## config.mk

```make
export PLATFORM = sky130hd
export DESIGN_NAME = gbiou_cell
export DESIGN_NICKNAME = d
export VERILOG_FILES = /design/src/hdl/gbiou_pkg.sv /design/src/hdl/gbiou_cell.sv
export SDC_FILE = /design/constraint.sdc
export NUM_CORES = 1
export LEC_CHECK = 0
export ABC_AREA = 1
export BUFFER_PORTS_ARGS = -buffer_cell sky130_fd_sc_hd__buf_2
export CAP_MARGIN = 20
export CORE_MARGIN = 1.5
export CORE_UTILIZATION = 55
export CTS_BUF_LIST = sky130_fd_sc_hd__clkbuf_2
export CTS_CLUSTER_DIAMETER = 200
export DETAILED_ROUTE_END_ITERATION = 8
export PLACE_DENSITY = 0.83
export REMOVE_ABC_BUFFERS = 1
export SLEW_MARGIN = 20
export SYNTH_ARGS = -nofsm -noshare
export SYNTH_HDL_FRONTEND = slang
export SYNTH_SLANG_ARGS = --single-unit
```

## constraint.sdc

```tcl
create_clock -name clk -period 2.35 [get_ports clk]
set_input_delay 0.3525 -clock clk [delete_from_list [all_inputs] [get_ports clk]]
set_output_delay 0.3525 -clock clk [all_outputs]
set_load 0.1 [all_outputs]
```

## src/hdl/gbiou_pkg.sv

```systemverilog
// types and constants shared by the generalized box iou unit
package gbiou_pkg;

  localparam int COORD_W       = 16;
  localparam int NUM_COORDS    = 8;
  localparam int IN_DATA_W     = ((COORD_W * NUM_COORDS + 7) / 8) * 8;
  localparam int AREA_W        = 2 * COORD_W;
  localparam int PROD_W        = 2 * AREA_W;
  localparam int OVR_W         = 16;
  localparam int GEN_W         = 17;
  localparam int UNI_W         = AREA_W;
  localparam int STAT_W        = 2;
  localparam int OUT_FIELDS_W  = OVR_W + GEN_W + UNI_W;
  localparam int OUT_DATA_W    = ((OUT_FIELDS_W + 7) / 8) * 8;
  localparam int FRAC_BITS_DEF = 15;

  typedef enum logic [STAT_W-1:0] {
    STAT_OK        = 2'd0,
    STAT_MALFORMED = 2'd1,
    STAT_ZERO_AREA = 2'd2
  } status_t;

  typedef struct packed {
    status_t             status;
    logic                neg;
    logic [AREA_W-1:0]   uni;
    logic [AREA_W-1:0]   iou_rem;
    logic [PROD_W-1:0]   g_den;
    logic [PROD_W-1:0]   g_rem;
  } div_t;

endpackage

```

## src/hdl/gbiou_cell.sv

```systemverilog
// one restoring division cell: one quotient bit for iou and for giou per request
module gbiou_cell #(
  parameter int QW       = gbiou_pkg::FRAC_BITS_DEF + 1,
  parameter bit DO_SHIFT = 1'b1
) (
  input  logic             clk,
  input  logic             rst_n,
  input  logic             en,
  input  logic             in_vld,
  input  gbiou_pkg::div_t  in_d,
  input  logic [QW-1:0]    in_iq,
  input  logic [QW-1:0]    in_gq,
  output logic             out_vld,
  output gbiou_pkg::div_t  out_d,
  output logic [QW-1:0]    out_iq,
  output logic [QW-1:0]    out_gq
);

  logic [gbiou_pkg::AREA_W:0] irem_s, irem_d;
  logic [gbiou_pkg::PROD_W:0] grem_s, grem_d;
  logic                       ige, gge;
  gbiou_pkg::div_t            d_nxt, d_r;
  logic [QW-1:0]              iq_nxt, gq_nxt, iq_r, gq_r;
  logic                       vld_r;

  always_comb begin
    irem_s = DO_SHIFT ? {in_d.iou_rem, 1'b0} : {1'b0, in_d.iou_rem};
    irem_d = irem_s - {1'b0, in_d.uni};
    ige    = irem_s >= {1'b0, in_d.uni};
    grem_s = DO_SHIFT ? {in_d.g_rem, 1'b0} : {1'b0, in_d.g_rem};
    grem_d = grem_s - {1'b0, in_d.g_den};
    gge    = grem_s >= {1'b0, in_d.g_den};
    d_nxt         = in_d;
    d_nxt.iou_rem = ige ? irem_d[gbiou_pkg::AREA_W-1:0] : irem_s[gbiou_pkg::AREA_W-1:0];
    d_nxt.g_rem   = gge ? grem_d[gbiou_pkg::PROD_W-1:0] : grem_s[gbiou_pkg::PROD_W-1:0];
    iq_nxt = {in_iq[QW-2:0], ige};
    gq_nxt = {in_gq[QW-2:0], gge};
  end

  always_ff @(posedge clk) begin
    if (!rst_n) begin
      vld_r <= 1'b0;
    end else if (en) begin
      vld_r <= in_vld;
    end
  end

  always_ff @(posedge clk) begin
    if (en) begin
      d_r  <= d_nxt;
      iq_r <= iq_nxt;
      gq_r <= gq_nxt;
    end
  end

  assign out_vld = vld_r;
  assign out_d   = d_r;
  assign out_iq  = iq_r;
  assign out_gq  = gq_r;

endmodule

```

==> impl.org, run 1 <==
** Run status
- Status :: stopped before the end
- Failing step :: global routing
- The first error in the log reads "[ERROR GRT-0232] Routing congestion too high. Check the congestion heatmap in the GUI".

** Synthesis
- In the post-synthesis netlist, the cell with the most instances is nand2_1.
- Sequential elements use 41.2% of the synthesized area.
- After synthesis, the netlist uses 38 different library cells.
- Yosys attributes the largest share of cell area to edfxtp_1, nand2_1, inv_1, ha_1, nand3_1.
- Most area-hungry cell type in the Yosys netlist :: edfxtp_1
- Post-synth top cells :: nand2_1, inv_1, edfxtp_1
- For this run, the leading register cell type out of synthesis is edfxtp_1.
- Yosys mapped a number of flops with a built-in enable equal to 227.
- Total of flip-flops plus latches after synthesis :: 228
- Synthesized area per cell :: 7.20 µm²
- Asr flop ratio synth :: 0%
- The top cell type by area accounts for 41.1% of the synthesized area.
- Summed instance area of the synthesized netlist :: 0.0166 mm²
- For this run, the number of Yosys warnings is 0.
- Synthesis produced 2304 cells.

** Die
- The die is 177 µm wide.
- Number of placement rows :: 63
- Floorplan die height :: 177 µm
- Starting density of the core :: 55.9%
- Pin placement for this block handled 459 I/O pins.

** Clocking
- In this run the number of H-tree levels came out at 2.
- Clock tree synthesis found a total of 228 sinks.
- Buffers inserted during clock tree synthesis total 57.
- The tree is rooted in a clkbuf_2.
- Post CTS Setup Buffer Count :: 0
- In this run the deepest clock path goes through 3 buffers.

** Placed design
- Detailed placement finished with a half-perimeter wire length of 51600 µm.
- Weighted congestion at the end of routability-driven global placement :: 1.03
- In this run the cell area measured after placement is 0.0217 mm².
- Buffers placed on the I/O ports in this run total 456.

** GRT
- Entering global routing, the biggest net connects 74 pins.
- Total overflow reported by the global router :: 94
- Global routing consumed, over all layers together, 69.9% of the routing resources.

** Timing
- Kind of endpoint with the least setup slack :: top-level output
- Worst endpoint left by the global-route repair_timing run :: out_d[24]
==> repair_timing <==
| action | CTS |
|---|---|
| endpoints found under the setup margin | 0 |
| endpoints found under the hold margin | 249 |
| gates resized for setup | 0 |
| hold buffers | 226 |
==> cells by family after synthesis <==
logic type,Yosys count,synth area share [%]
buf+inv,496,11.7
xor+xnor,50,2.64
compound gates,126,4.03
simple gates,1306,32.9
flops,228,41.2
fa+ha+maj,98,7.49
==> metrics by stage <==
stage	cells	TNS [ns]	hold WS (ns)	setup slack, ns
floorplan	2276	-89.38	0.446	-1.31
global placement	3449	-17.98	0.516	-0.265
CTS	3780	0	0.0833	0.0386
detailed placement	3449	-26.16	0.531	-0.372
==> per-layer routing <==
layer  GRT overflow  GRT usage [%]
met5              0           23.1
met4             36           70.6
met3              3           49.2
met2             55           90.8
met1              0           69.2
==> inputs of run 2 (changes only) <==
Settings changed: CORE_UTILIZATION 55 to 40, CTS_BUF_LIST sky130_fd_sc_hd__clkbuf_2 to not set, CTS_CLUSTER_DIAMETER 200 to not set, PLACE_DENSITY 0.83 to not set, PLACE_DENSITY_LB_ADDON set to 0.15.
==> impl.org, run 2 <==
** Job
- Max capacitance violation total :: 0

** Power
- Fraction of power consumed by combinational cells :: 44.9%
- Internal power consumption :: 0.00943 W
- Leakage power :: 13.4 nW
- Summed over all nets, the switching power comes to 0.00741 W.
- Power per unit of standard cell area :: 692 mW/mm²
- Clock group share of total power :: 24.5%
- Part of the total power dissipated in sequential elements :: 30.6%
- VDD sags by at most 0.584 mV.
- Net switching share of the total power :: 44.0%

** Worst setup path
- The number of cells on the worst reg-to-reg path is 2.
- Across all register-to-register paths, the minimum setup slack is 1.69 ns.
- The worst setup path is of the in2reg kind.
- Peak fanout along the critical path :: 32
- Critical path required time :: 2.62 ns
- Worst path arrival time :: 2.54 ns
- Capturing instance or port of the critical path :: out_d[129]
- The critical path starts at in_d[185].
- Startpoint class of the critical path :: primary input
- The startpoint identified for the worst register-to-register timing path is out_vld.
- R2R Path End :: out_vld
- Setup crit end kind :: flip-flop

** Run status
- The run finished with clean final reports.

** Finish
- The layout has 3865 filler cells.
- In the final layout, the share of cells above drive strength 1 is 28.5%.
- Relative to the synthesized area, the layout overhead comes to 46.7%.
- The library cell used most frequently in the layout, excluding fill and tap cells, is nand2_1.
- Cells fill 59.6% of the core in the end.
- At the end of the flow, the number of nets in the layout was 3574.
- Max reg flops :: 195
- Top library cells by usage in the layout, fill and taps aside :: nand2_1, buf_2, inv_1, buf_4, edfxtp_1

** Synthesis
- Share of synthesized area occupied by flip-flops and latches :: 41.2%
- Post-synthesis instance total :: 2304
- Most frequently used cell type in the post-synthesis netlist :: nand2_1
- The most used flip-flop cell after synthesis is edfxtp_1.
- After synthesis the netlist holds a flip-flop and latch count of 228.
- Area share of the leading cell type in the synthesized netlist :: 41.1%
- Asr flop ratio synth :: 0%
- Post-synth EDFFs :: 227
- The Yosys step of the flow raised 0 warnings.
- The number of different library cells used by synthesis comes to 38.
- After synthesis, the cell types taking the most area are edfxtp_1, nand2_1, inv_1, ha_1, nand3_1.
- The mapped netlist covers 0.0166 mm².
- The largest total area in the synthesized netlist belongs to edfxtp_1.
- A synthesized cell averages 7.20 µm².
- Sorting the synthesized cells by how often they occur yields nand2_1, inv_1, edfxtp_1.

** Clocking
- CTS built an H-tree with a depth of 1.
- TritonCTS clock tree :: done
- Clock root buffer master :: clkbuf_16
- Buffers from clock root to sink, at most :: 3
- Clock latency on the worst-skew pair, taken at its later pin, is 0.55 ns.
- CTS saw 228 sinks.
- Number of clock buffers inserted by TritonCTS :: 25
- Clock-pin slew on the worst setup and hold paths :: 0.06 ns
- Post-CTS timing repair inserted 0 buffers for setup.

** GRT
- For met1 alone, demand over resource in global routing was 35.3%.
- Entering global routing, the biggest net connects 68 pins.
- Global-route wire length before repair :: 94100 µm
- Total overflow reported by the global router :: 0
- The via count of the first global-routing pass was 17600.
- The number of antenna violations at the first check in global routing is 8.
- Fraction of met3 tracks used by global routing :: 4.05%
- For this run, the total global-route usage over all layers was measured as 28.9%.
- In this run the most used layer during global routing was met2.
- Global-route track usage on met2 :: 52.4%

** Placed design
- Total of buffers placed on input and output ports :: 456
- Half-perimeter wire length after placement :: 52800 µm
- Weighted congestion at the end of routability-driven global placement :: 0.929

** Timing
- Final-report hold violation count :: 0
- Max-slew violations :: 0
- The smallest clock period supported by the final layout is computed as 2.27 ns.
- Across the routed clock network, the largest skew measured is 0 ns.
- Final setup violation count :: 0
- Worst slack on hold paths :: 0.0153 ns
- Relative max-transition margin :: 63.4%
- Tcrit/Tclk final :: 96.6%
- Highest clock frequency the design can meet :: 441 MHz
- Transition time at the pin with the least slew margin :: 0.552 ns

** Die
- Area of the die :: 0.0427 mm²
- The initial utilization of the core area, before any placement, comes to 40.6%.
- Measured along the x axis, the die boundary spans 207 µm.
- Number of ports placed on the die boundary :: 459
- The floorplan step set the die height to 207 µm.
- The region available for standard cell placement spans 0.0408 mm².
- In this run the core area contains 74 standard-cell rows.

** Worst hold path
- In this run the worst hold path is classified as in2reg.
- Start point of the worst hold path :: in_d[169]

** Routing
- Wire length per cell :: 16.7 µm
- Post-detailed-route via-to-cell ratio :: 4.65
- Number of design-rule violations left by the first detailed-router iteration :: 937
- The detail route stage leaves a number of antenna-violating nets equal to 0.
- DRC violation count after routing :: 0
- Wires add up to 63500 µm.
- DRT Pass-1 Iters :: 5
- Routed via count :: 17700
[run 2: cell counts after synthesis]
No cell type changed its count.
[run 2: power by group through the flow]
stage / registers (W) / clock network (W) / logic (W)
after floorplan: 0.00844 / 0 / 0.00186
after global placement: 0.00522 / 0 / 0.00734
after detailed placement: 0.00523 / 0 / 0.00738
after CTS: 0.00515 / 0.00417 / 0.00755
after global routing: 0.00519 / 0.00433 / 0.00802
final: 0.00515 / 0.00413 / 0.00755
[run 2: final cells by class]
cell class | instances | area (µm²) | share of cell area (%)
Antenna cell | 5 | 12.5 | 0.0514
Clock buffer | 27 | 633 | 2.60
Clock inverter | 17 | 206 | 0.849
Inverter | 468 | 1760 | 7.22
Multi-Input combinational cell | 1580 | 7820 | 32.1
Sequential cell | 228 | 6840 | 28.1
Tap cell | 532 | 666 | 2.74
Timing Repair Buffer | 942 | 6400 | 26.3
[run 2: metal layers]
metal | vias to the layer above | share of wire [%]
li1 | 9086 | -
met1 | 7980 | 42
met2 | 513 | 49
met3 | 84 | 5.7
met4 | 8 | 2.9
met5 | - | 0.10
[run 2: per-stage QoR]
step           power, W  setup WS [ns]  setup TNS (ns)  std cells  area (µm²)
6_report         0.0168         0.0804               0       3799       24300
4_1_cts          0.0169         0.0369               0       3794       24300
2_1_floorplan    0.0103          -1.31          -89.38       2276       16400
3_5_place_dp     0.0126         -0.336          -24.77       3637       22300
3_3_place_gp     0.0126         -0.328          -24.28       3637       22300
5_1_grt          0.0175       -0.00103        -0.00103       3798       24300
[run 2: how the worst min path moves through the flow]
stage / endpoint / slack [ns] / cells past startpoint
after CTS: out_d[169] / 0.003 / 1
after global routing: out_d[169] / 0.001 / 1
after floorplan: out_vld / 0.45 / 1
final: out_d[169] / 0.02 / 1
after detailed placement: out_gq[3] / 0.53 / 1
after global placement: out_vld / 0.52 / 2
[run 2: cells by family (layout without fill, tap and decap cells)]
| kind of cell | after synthesis | in the layout | synth area share, % |
|---|---|---|---|
| adder cells (fa/ha/maj) | 98 | 98 | 7.49 |
| other | 0 | 5 | 0 |
| flip-flops | 228 | 228 | 41.2 |
| buffers and inverters | 496 | 1454 | 11.7 |
| XOR/XNOR | 50 | 50 | 2.64 |
| AND/OR/NAND/NOR | 1306 | 1306 | 32.9 |
| AO/OA/AOI/OAI | 126 | 126 | 4.03 |
[run 2: critical path: stages]
cell	delay, ns
dlygate4sd3_1	0.53
buf_2	0.13
inv_1	0.05
ha_1	0.20
a21oi_1	0.10
o21a_1	0.19
o31ai_1	0.36
buf_4	0.19
a21oi_2	0.05
buf_12	0.18
nand3_1	0.08
nand2_1	0.13
[run 2: repair_timing]
action	in CTS	in global routing
endpoints found under the hold margin	113	0
endpoints found under the setup margin	0	10
resized for setup	0	4
hold buffers	113	0
No activity file was read; power rests on OpenSTA's default activity.
